**config.mk**
```make
export PLATFORM = sky130hd
export DESIGN_NAME = mvm_ram
export DESIGN_NICKNAME = d
export VERILOG_FILES = /design/src/rtl/mvm_ram.sv
export SDC_FILE = /design/constraint.sdc
export NUM_CORES = 1
export LEC_CHECK = 0
export BUFFER_PORTS_ARGS = -buffer_cell sky130_fd_sc_hd__buf_2
export CELL_PAD_IN_SITES_DETAIL_PLACEMENT = 1
export CELL_PAD_IN_SITES_GLOBAL_PLACEMENT = 1
export CORE_UTILIZATION = 50
export DETAILED_ROUTE_END_ITERATION = 6
export MAX_ROUTING_LAYER = met4
export PLACE_DENSITY = 0.84
export RECOVER_POWER = 25
export SYNTH_ARGS = -nofsm -noshare
export SYNTH_HDL_FRONTEND = slang
export SYNTH_SLANG_ARGS = --single-unit
```
**constraint.sdc**
```tcl
create_clock -name clock -period 6.44 [get_ports clock]
set_input_delay 0.644 -clock clock [delete_from_list [all_inputs] [get_ports clock]]
set_output_delay 0.644 -clock clock [all_outputs]
set_load 0.03 [all_outputs]
```
**src/rtl/mvm_ram.sv**
```systemverilog
module mvm_ram #(
   parameter int DEPTH = 16,
   parameter int WIDTH = 32
) (
   input  logic                     clock,
   input  logic                     wr_en,
   input  logic [$clog2(DEPTH)-1:0] wr_addr,
   input  logic [WIDTH-1:0]         wr_data,
   input  logic                     rd_en,
   input  logic [$clog2(DEPTH)-1:0] rd_addr,
   output logic [WIDTH-1:0]         rd_data
);

   logic [WIDTH-1:0] mem [DEPTH];
   logic [WIDTH-1:0] rd_data_ff;

   always_ff @(posedge clock) begin
      if (wr_en) begin
         mem[wr_addr] <= wr_data;
      end
   end

   always_ff @(posedge clock) begin
      if (rd_en) begin
         rd_data_ff <= mem[rd_addr];
      end
   end

   assign rd_data = rd_data_ff;

endmodule

```
==> out/metrics.cfg, run 1 <==
[synth]
netlist-cell-type-count = 17
synth-seq-area-share = 0.810
synth_nets = 881
syn_area_per_cell_sq_um = 24.1
synth_area_sq_um = 20200
synthCells = 838
yosys_warnings = 0
ys_seq_elements = 544

[floorplanning]
start_util = 0.508
ioPinCount = 75
core_area_sq_um = 39700
fp.dieW_um = 203
die_h_um = 203
fp-row-count = 73
dieArea_sq_um = 41200

[timing]
drv_slew = 0
max_freq_ghz = 0.415
grt_setup_unrepaired = no
worst_slack_ns = 4.03
setup_tns_ns = 0
finalCritPeriodShare = 0.374
worst_pin_slew_ns = 1.25
relSlewSlack = 0.163
setup_violations = 0
hold_viol_final = 0
layout_min_cycle_time_ns = 2.41
finClkSkew_ns = 0.0134

[finish]
nNetsFinal = 992
syn2layout_area_growth_pct = 13.6
drive_gt1_frac = 0.294
fill_cells = 3315

[clocking]
cts_tree = done
cts_hold_buf = 0
cts.sinks = 544
cts-root-buf = clkbuf_16
cts_resized = 0
cts_buffers = 54
cts_setup_buffers = 0
clock_latency_ns = 0.59
cts_buffer_depth = 3
path_clk_slew_ns = 0.06
htree_num_levels = 2

[setup_path]
crit_fanout = 58
critPathArrivalTime_ns = 2.74
required_ns = 6.77
startpoint_type = input port
critPathCaptureType = register
path_class = input port to register

[place]
dp_hpwl_um = 23900
portBuffers = 74
gp_congestion = 0.702
pre_cts_ws_ns = 3.43

[power_and_ir_drop]
peakVddDrop_uv = 207
power_density_nw_per_um2 = 318
p_leak_nw = 7.23

[global_routing]
grt_pass1_vias = 10196
overflow = 0
grt_usage = 0.238
grt_pass1_wl_um = 67200
grt_max_degree = 122
grt_antenna_before_repair = 4

[route]
antenna_left = 0
routed_via_density = 6.16
wl_per_cell_um = 30.3
first_iter_violations = 769
wl_um = 46000
dr.pass1.iters = 5
drcViolationCount = 0
vias = 9350

[worst_hold_path]
min_path_type = input port to register

[status]
status = completed

[job]
max_cap_viol_count = 0

-- placed cells by master, fill, tap and decap left out, drive strengths merged --
cell type and n:
edfxtp 544, buf 74, nor3 4, clkinvlp 1, mux4 128, diode 4, nand2 33, clkinv 22
nand2b 2, bufinv 1, nor2 13, and2 1, a22oi 64, clkbuf 95, inv 1, nand3 1
or3b 1, nand3b 2, nor2b 2
-- synthesized netlist by cell type --
cell / count / area (sq um)
or3b_2: 1 / 8.76
buf_1: 9 / 33.8
edfxtp_1: 544 / 16300
nor2_1: 13 / 48.8
nand2b_1: 2 / 12.5
nor3_1: 4 / 20.0
buf_6: 2 / 22.5
mux4_2: 128 / 2880
nor2b_1: 2 / 12.5
buf_4: 11 / 82.6
nand2_1: 33 / 124
nand3b_1: 2 / 15.0
clkbuf_1: 17 / 63.8
a22oi_1: 64 / 480
nand3_1: 1 / 5.00
buf_2: 4 / 20.0
and2_1: 1 / 6.26
-- area by class of cell --
type	instances	area [sq um]	area share
well taps	525	657	0.0287
diodes	4	10.0	0.000437
clock buffers	71	1480	0.0645
repair buffers	98	546	0.0238
flip-flops and latches	544	16300	0.713
multi-input cells	251	3750	0.164
clock inverters	25	138	0.00601
-- layer usage --
layer / global-route usage / wire length (um) / vias to the layer above
li1: - / - / 3832
met1: 0.296 / 17800 / 5068
met2: 0.402 / 24200 / 357
met3: 0.0348 / 2670 / 93
met4: 0.0849 / 1310 / 0
met5: - / 0 / -
-- metrics by stage --
step | utilization | hold slack, ns | instance area, sq um | power, W | cells
after floorplan | - | 0.710 | 20200 | 0.00431 | 838
after global placement | 0.537 | 0.723 | 21300 | 0.00444 | 1418
after detailed placement | 0.537 | 0.738 | 21300 | 0.00447 | 1418
after CTS | 0.577 | 0.408 | 22900 | 0.00733 | 1514
after global routing | 0.577 | 0.453 | 22900 | 0.00745 | 1518
final | 0.577 | 0.444 | 22900 | 0.00728 | 1518
-- cells by family after synthesis --
kind of cell,count (synthesis),share of synthesized area
AOI/OAI and AO/OA,64,0.0238
buffers and inverters,43,0.0110
DFF,544,0.810
muxes,128,0.143
and+or+nand+nor,59,0.0125
-- critical path, cell delays in order --
cell,delay (ns)
buf_4,0.46
buf_4,0.79
mux4_2,0.43
a22oi_1,0.28
nand2_1,0.08
-- sequential cells by signal (all words and copies together) (netlist names) --
name     cells
mem        512
rd_data     32
-- power breakdown --
group | internal, W | total [W] | switching, W
clock network | 0.00164 | 0.00290 | 0.00125
registers | 0.00399 | 0.00402 | 0.0000262
logic | 0.000133 | 0.000370 | 0.000236
-- final timing paths --
| check | from | slack (ns) | depth (start not counted) | endpoint |
|---|---|---|---|---|
| hold / removal | wr_data[17] | 0.44 | 1 | mem[7][17]$_DFFE_PP_ |
| setup reg to reg | mem[10][20]$_DFFE_PP_ | 4.95 | 3 | rd_data[20]$_DFFE_PP_ |
| hold reg to reg | mem[12][15]$_DFFE_PP_ | 0.74 | 3 | rd_data[15]$_DFFE_PP_ |
| setup / recovery | rd_addr[1] | 4.03 | 5 | rd_data[20]$_DFFE_PP_ |
(Power assumes the default switching activity.)
==> run 2: changes to the inputs <==
==> constraint.sdc (replaced) <==
create_clock -name clock -period 2.39 [get_ports clock]
set_input_delay 0.239 -clock clock [delete_from_list [all_inputs] [get_ports clock]]
set_output_delay 0.239 -clock clock [all_outputs]
set_load 0.03 [all_outputs]
==> run 2 against run 1 <==
  * Combinational power rose to 2.9 times the previous value
  * Clock power rose to 2.8 times the previous value
  * First-iteration DRC count rose by 35%
  * Sequential share of layout area fell by 1.5 points
  * Count of clock-buffer cells in the layout fell by 4
  * Global-route usage rose by 0.36 points
==> out/metrics.cfg, run 2 (synthesis results as in run 1) <==
[status]
status = completed

[finish]
top_register = mem
layout_common_cells = edfxtp_1 (544), mux4_2 (128), a22oi_1 (64)
postLayoutCoreUtil = 0.589
fin_area_sq_um = 23400
layout_commonest_cell = edfxtp_1
largest_register_ffs = 512
nNetsFinal = 997
syn2layout_area_growth_pct = 16.0
drive_gt1_frac = 0.312

[global_routing]
grt_max_degree = 41
overflow = 0
grt_pass1_wl_um = 68200
grt_pass1_vias = 10142
grt_usage = 0.242
grt_antenna_before_repair = 4

[setup_path]
crit_fanout = 1
startpoint_type = register
critPathCaptureType = register
critPathArrivalTime_ns = 1.84
path_class = register to register
required_ns = 2.72

[route]
routed_via_density = 6.16
first_iter_violations = 1038
wl_um = 46800
vias = 9395
antenna_left = 0
wl_per_cell_um = 30.7
drcViolationCount = 0
dr.pass1.iters = 5

[place]
pre_cts_ws_ns = 0.405
dp_hpwl_um = 24400
gp_congestion = 0.693
portBuffers = 74
place_area_sq_um = 21700

[power_and_ir_drop]
p_leak_nw = 7.42
p_sw_frac = 0.207
power_frac_seq = 0.540
combPwrFrac = 0.053
power_density_nw_per_um2 = 857
peakVddDrop_uv = 477
clockPowerShare = 0.407
p_sw_w = 0.00415
p_int_w = 0.0159

[clocking]
clock_latency_ns = 0.59
cts.sinks = 544
path_clk_slew_ns = 0.06
cts-root-buf = clkbuf_16
cts_resized = 0
htree_num_levels = 2
cts_hold_buf = 0
cts_buffer_depth = 3
cts_buffers = 53
cts_tree = done
cts_setup_buffers = 0

[timing]
relSlewSlack = 0.312
finalCritPeriodShare = 0.632
layout_min_cycle_time_ns = 1.51
hold_ws_ns = 0.0407
max_freq_ghz = 0.662
setup_tns_ns = 0
drv_slew = 0
hold_viol_final = 0
worst_pin_slew_ns = 1.03
setup_violations = 0
finClkSkew_ns = 0.00834
worst_slack_ns = 0.879
grt_setup_unrepaired = no

[floorplanning]
fp.dieW_um = 203
dieArea_sq_um = 41200
die_h_um = 203
core_area_sq_um = 39700
start_util = 0.508
ioPinCount = 75
fp-row-count = 73

[worst_hold_path]
min_path_type = input port to register

[job]
max_cap_viol_count = 0

-- run 2: final cells by class --
class,count,area [sq um]
Clock buffer,67,1420
Tap cell,525,657
Antenna cell,4,10.0
Timing Repair Buffer,104,920
Fill cell,3251,16300
Multi-Input combinational cell,251,3770
Sequential cell,544,16300
Clock inverter,29,279
-- run 2: final timing paths --
check	startpoint	to	slack, ns	depth (start not counted)
max	mem[2][23]$_DFFE_PP_	rd_data[23]$_DFFE_PP_	0.88	3
max reg2reg	mem[2][23]$_DFFE_PP_	rd_data[23]$_DFFE_PP_	0.88	3
min reg2reg	mem[12][30]$_DFFE_PP_	rd_data[30]$_DFFE_PP_	0.75	3
min	wr_data[0]	mem[14][0]$_DFFE_PP_	0.04	1
-- run 2: critical path, stage by stage (launching register included) --
cell	delay [ns]
edfxtp_1	0.38
mux4_2	0.51
a22oi_1	0.27
nand2_1	0.09
-- run 2: per-layer routing --
layer / global-route usage / vias to the layer above / part of all wire
li1: - / 3845 / -
met1: 0.319 / 5033 / 0.40
met2: 0.391 / 436 / 0.51
met3: 0.0343 / 81 / 0.068
met4: 0.0816 / 0 / 0.025
met5: - / - / 0
-- run 2: through the flow --
stage / instances / total power (W)
2_1_floorplan: 838 / 0.0116
3_3_place_gp: 1424 / 0.0120
3_5_place_dp: 1424 / 0.0121
4_1_cts: 1520 / 0.0201
5_1_grt: 1524 / 0.0205
6_report: 1524 / 0.0200
-- run 2: power groups by stage --
| stage | logic, W | clock network [W] | registers (W) |
|---|---|---|---|
| floorplan | 0.000514 | 0 | 0.0111 |
| global placement | 0.00102 | 0 | 0.0110 |
| detailed placement | 0.00107 | 0 | 0.0110 |
| CTS | 0.00107 | 0.00824 | 0.0108 |
| global route | 0.00113 | 0.00852 | 0.0108 |
| finish | 0.00106 | 0.00815 | 0.0108 |
