`config.mk`:
```
export PLATFORM = sky130hd
export DESIGN_NAME = mvm_mac
export DESIGN_NICKNAME = d
export VERILOG_FILES = /design/src/rtl/mvm_pkg.sv /design/src/rtl/mvm_mac.sv
export SDC_FILE = /design/constraint.sdc
export NUM_CORES = 2
export LEC_CHECK = 0
export ABC_AREA = 1
export BUFFER_PORTS_ARGS = -buffer_cell sky130_fd_sc_hd__buf_4
export CAP_MARGIN = 15
export CORE_MARGIN = 3
export CORE_UTILIZATION = 30
export CTS_CLUSTER_SIZE = 16
export DETAILED_ROUTE_END_ITERATION = 12
export PLACE_DENSITY = 0.48
export SYNTH_ARGS = -nofsm -noshare
export SYNTH_HDL_FRONTEND = slang
export SYNTH_SLANG_ARGS = --single-unit
```
`constraint.sdc`:
```
create_clock -name clock -period 20.7 [get_ports clock]
set_input_delay 3.105 -clock clock [delete_from_list [all_inputs] [get_ports clock]]
set_output_delay 3.105 -clock clock [all_outputs]
set_load 0.02 [all_outputs]
```
`src/rtl/mvm_pkg.sv`:
```
package mvm_pkg;

   localparam int MAX_DIM   = 16;
   localparam int DATA_W    = 32;
   localparam int IDX_W     = 4;
   localparam int DIM_W     = 5;
   localparam int MAT_DEPTH = MAX_DIM * MAX_DIM;
   localparam int ADDR_W    = $clog2(MAT_DEPTH);
   localparam int PROD_W    = 2 * DATA_W;
   localparam int ACC_W     = PROD_W + $clog2(MAX_DIM) + 2;
   localparam int FRAC_W    = 16;

   localparam logic [2:0] CMD_WRITE_MAT = 3'd0;
   localparam logic [2:0] CMD_FILL_IDENT = 3'd1;
   localparam logic [2:0] CMD_WRITE_VEC = 3'd2;
   localparam logic [2:0] CMD_READ = 3'd3;
   localparam logic [2:0] CMD_MULTIPLY = 3'd4;

   typedef struct packed {
      logic valid;
      logic first;
      logic last;
   } mvm_tag_type;

   typedef struct packed {
      logic                     valid;
      logic                     saturated;
      logic signed [DATA_W-1:0] value;
   } mvm_result_type;

endpackage

```
`src/rtl/mvm_mac.sv`:
```
module mvm_mac (
   input  logic                                   clock,
   input  logic                                   reset,
   input  mvm_pkg::mvm_tag_type                   tag,
   input  logic signed [mvm_pkg::DATA_W-1:0]      mat_data,
   input  logic signed [mvm_pkg::DATA_W-1:0]      vec_data,
   input  logic                                   take,
   output mvm_pkg::mvm_result_type                result
);

   localparam int SH_W = mvm_pkg::ACC_W - mvm_pkg::FRAC_W;

   mvm_pkg::mvm_tag_type tag1_ff, tag2_ff, tag3_ff;
   logic signed [mvm_pkg::PROD_W-1:0] prod_ff;
   logic signed [mvm_pkg::ACC_W-1:0]  acc_ff, acc_in, rnd;
   logic [SH_W-1:0]                   sh;
   logic                              fits, neg;
   logic                              res_valid_ff, res_sat_ff, res_sat_in;
   logic signed [mvm_pkg::DATA_W-1:0] res_value_ff, res_value_in;

   always_ff @(posedge clock) begin
      if (reset) begin
         tag1_ff <= '0;
         tag2_ff <= '0;
         tag3_ff <= '0;
      end else begin
         tag1_ff <= tag;
         tag2_ff <= tag1_ff;
         tag3_ff <= tag2_ff;
      end
   end

   always_ff @(posedge clock) begin
      if (tag1_ff.valid) begin
         prod_ff <= mat_data * vec_data;
      end
   end

   assign acc_in = (tag2_ff.first ? '0 : acc_ff)
                 + {{(mvm_pkg::ACC_W - mvm_pkg::PROD_W){prod_ff[mvm_pkg::PROD_W-1]}}, prod_ff};

   always_ff @(posedge clock) begin
      if (tag2_ff.valid) begin
         acc_ff <= acc_in;
      end
   end

   // round to nearest, ties up, then clip to 32 bits
   assign rnd  = acc_ff + {{(mvm_pkg::ACC_W - mvm_pkg::FRAC_W){1'b0}}, 16'h8000};
   assign sh   = rnd[mvm_pkg::ACC_W-1:mvm_pkg::FRAC_W];
   assign neg  = sh[SH_W-1];
   assign fits = (&sh[SH_W-1:mvm_pkg::DATA_W-1]) || !(|sh[SH_W-1:mvm_pkg::DATA_W-1]);

   always_comb begin
      if (fits) begin
         res_value_in = sh[mvm_pkg::DATA_W-1:0];
         res_sat_in   = 1'b0;
      end else begin
         res_value_in = neg ? 32'sh8000_0000 : 32'sh7FFF_FFFF;
         res_sat_in   = 1'b1;
      end
   end

   always_ff @(posedge clock) begin
      if (reset) begin
         res_valid_ff <= 1'b0;
      end else if (tag3_ff.valid && tag3_ff.last) begin
         res_valid_ff <= 1'b1;
      end else if (take) begin
         res_valid_ff <= 1'b0;
      end
   end

   always_ff @(posedge clock) begin
      if (tag3_ff.valid && tag3_ff.last) begin
         res_value_ff <= res_value_in;
         res_sat_ff   <= res_sat_in;
      end
   end

   assign result.valid     = res_valid_ff;
   assign result.saturated = res_sat_ff;
   assign result.value     = res_value_ff;

endmodule

```
==> run summary <==
The run finished with clean final reports. Of the cells placed in the final design, the portion with a size suffix greater than 1 is 2.734%. On the critical path, the stage with the largest delay is an instance of fa_1. The initial cell density of the core is 30.30%, and the post-cts gate resize count is 0. In this run the critical register-to-register path is launched from tag2_ff[1].

For this run, the top clock speed supported by timing is 0.09251 GHz. The number of instances on the worst hold path is 2, and the number of nets with antenna violations after detailed routing is 0. The top-area cell type share of the netlist area was 42.70%. The cell sitting at the root of the clock tree is a clkbuf_16.

The run gives 0 as the number of slew-limit violations in the final report. The count of filler cells inserted in the layout was 18050. The critical path ends at prod_ff[62]. STA classifies the critical path endpoint as a flip-flop. The reg-to-reg setup timing slack came out at 16750 ps. STA classifies the critical path startpoint as a primary input. Of all cell types, the one taking the most synthesized area is fa_1.

The met1 demand-to-capacity share in global routing came out at 27.40%. For met2 alone, demand over resource in global routing was 34.22%. At the later pin of the worst-skew pair, clock insertion delay measures 490 ps. Dividing the detail-routed wire length by the instance count gives 19.80 um.

The number of buffers created by CTS was 17; the mean post-synth cell area was 7.806 sq um. The detailed router placed 39820 vias in this run. The number of nets in the synthesized netlist is 7912. Counting flops with a built-in enable in the synthesized netlist gives 167. The worst setup path is of the in -> reg kind. In this run, synthesis produced a sequential element count of 176. The first routing iteration left 2533 violations. For this run, the total global-route usage over all layers was measured as 19.92%. Before antenna repair, the detailed router went through 8 iterations.

On the final layout, the worst clock skew is 14.76 ps. After synthesis, the most frequently instantiated cells are 1831 x inv_1, 1639 x nand2_1, 1083 x fa_1, 518 x nor2_1, 254 x ha_1. For the maximum number of pins on one net before global-route repair, the log shows 69.

Cell type with the highest occurrence count on the critical path: fa_1. The tools report the residual DRC count as 0. Global routing consumed, on the met3 layer, 1.919% of the routing resources. The path depth of the worst reg2reg path is 14.

The die area is 0.1742 sq mm, and the clock-pin transition on the worst setup and hold timing paths is 70 ps. The final clock period utilization by the worst path came out at 52.22%. The die outline height is 417.4 um.

The H-tree generated during clock tree synthesis spans 4 levels. The delay contributed by the slowest stage of the critical path was 860 ps. Measured against its own limit, the worst slew margin works out to 27.03%.

The fraction of registers with async set/reset was 0%; the number of global-route vias before repair was 43660. Summed over all layers, the routed wires come to 171100 um. The most critical setup path has its startpoint at vec_data[8]. Sequential area share after synthesis: 10.23%.

Compared with the post-synthesis result, the final layout area differs by 6.651%. The total of hold buffers inserted after clock tree synthesis was 0. The tools report the count of endpoints failing hold in the final timing report as 0.

Summed over all failing endpoints, the final setup total negative slack is 0 ps. The core region is 0.1676 sq mm. The kind of cell adding the most delay to the critical path is adder cells. In this run the tool buffered the top-level ports with 103 buffer cells. From left edge to right edge, the die measures 417.4 um.

The synthesized netlist cell count is 6505. Global routing finished with a remaining overflow of 0. In this run the worst path has a maximum fanout of 32.

Yosys attributes the largest share of cell area to fa_1 43%, inv_1 14%, nand2_1 12%, edfxtp_1 9.9%, ha_1 6.3%. The count of buffering cells on the critical path with inverters included is 8. The min-delay analysis places its worst path in the category reg -> reg. The number of vias per cell after detailed routing is 4.608, and the detailed-placement wirelength estimate is 144800 um. For this run, the leading register cell type out of synthesis is edfxtp_1. For the distinct cell type count after synthesis, the log shows 38. The first global-routing pass estimated 265200 um of wire. The number of antenna violations at the first check in global routing is 4, and the number of violations of the max-capacitance limit is 0. The tools report the I/O pin count as 104. The clock net in this run drives a total of 176 sinks. The tools report the netlist area before placement as 0.05077 sq mm. By instance count, the leading cell after synthesis is inv_1.

The smallest clock period supported by the final layout is computed as 10810 ps. For the critical path data required time, the log shows 20940 ps. In this run the critical register-to-register path is captured at acc_ff[60]. The number of nets at the end of the flow is 7833, and the final-report setup violation count is 0. The transition time of the tightest slew-check pin came out at 1083 ps.

For the cell row count, the log shows 150. Setup repair after global routing left no endpoint under its margin. The clock passes through at most 2 buffers. For the worst setup path, the data arrival time is 11050 ps. TritonCTS built the clock tree.

The layer carrying the most global-route usage is met2. For this run, the number of Yosys warnings is 0. The total number of cells along the worst setup path came out at 25. At the end of routability-driven placement, the weighted congestion stood at 0.9472. The post-CTS repair timing setup buffer count is 0.
## worst min-delay path by stage
stage                    start    endpoint  slack, ps
floorplan           tag1_ff[0]  tag2_ff[0]        390
global placement    tag2_ff[0]  tag3_ff[0]        400
detailed placement  tag1_ff[0]  tag2_ff[0]        400
CTS                 tag1_ff[0]  tag2_ff[0]        420
global route        tag1_ff[0]  tag2_ff[0]        440
finish              tag1_ff[1]  tag2_ff[1]        410
## sequential cells by signal, indices dropped and copies added, names as in the netlist
signal        flops
acc_ff           70
res_valid_ff      1
res_sat_ff        1
tag1_ff           3
prod_ff          64
tag2_ff           3
tag3_ff           2
res_value_ff     32
## tightest hold or removal path: cells and delay by family (launching register included)
family | cells | cell delay [ps]
flops | 1 | 300
buf+inv | 1 | 50
simple gates | 1 | 30
## cells in the final DEF, fill, tap and decap left out, types with 109 or more instances in the layout
cell	Yosys	final
nor2_1	518	518
fa_1	1083	1083
inv_1	1831	1831
o21ai_0	131	131
edfxtp_1	167	167
nand3_1	109	109
buf_4	2	110
xor2_1	128	128
a21oi_1	184	184
ha_1	254	254
nand2_1	1639	1639
## layer usage
metal | wire length, um | part of all wire, %
met3 | 7580 | 4.4
met1 | 78190 | 46
met5 | 21 | 0.012
met4 | 3017 | 1.8
met2 | 82340 | 48
## stage by stage
stage	worst slack [ps]	instance area (sq um)	hold slack (ps)	cells	util, %
6_report	9891	54150	413.0	8642	32.31
3_5_place_dp	9324	53530	402.9	8610	31.94
2_1_floorplan	10720	50770	388.3	6505	-
5_1_grt	9405	54150	435.3	8641	32.31
3_3_place_gp	9294	53530	401.6	8610	31.94
4_1_cts	9868	54120	417.5	8640	32.29
## kinds of logic (layout without fill, tap and decap cells)
| logic type | count (synthesis) | in the layout | synth area share (%) |
|---|---|---|---|
| AOI/OAI and AO/OA | 407 | 407 | 4.408 |
| xor gates and xnor gates | 155 | 155 | 2.674 |
| adders and majority gates | 1337 | 1337 | 48.96 |
| buffers and inverters | 2041 | 1973 | 15.19 |
| DFF | 176 | 176 | 10.23 |
| other | 0 | 1 | 0 |
| and+or+nand+nor | 2389 | 2389 | 18.54 |
## area by class of cell
type | count | area, sq um | share of cell area, %
antenna | 1 | 2.502 | 0.004621
timing repair buffer | 111 | 853.3 | 1.576
sequential | 176 | 5199 | 9.600
clock inverter | 12 | 167.7 | 0.3096
inverter | 1832 | 6877 | 12.70
clock buffer | 18 | 429.2 | 0.7925
tap | 2204 | 2758 | 5.092
multi-input combinational | 4288 | 37870 | 69.93
Power is left out: the tool's default activity adds up to more than one toggle a clock period on the data nets, which glitch-free logic cannot reach.
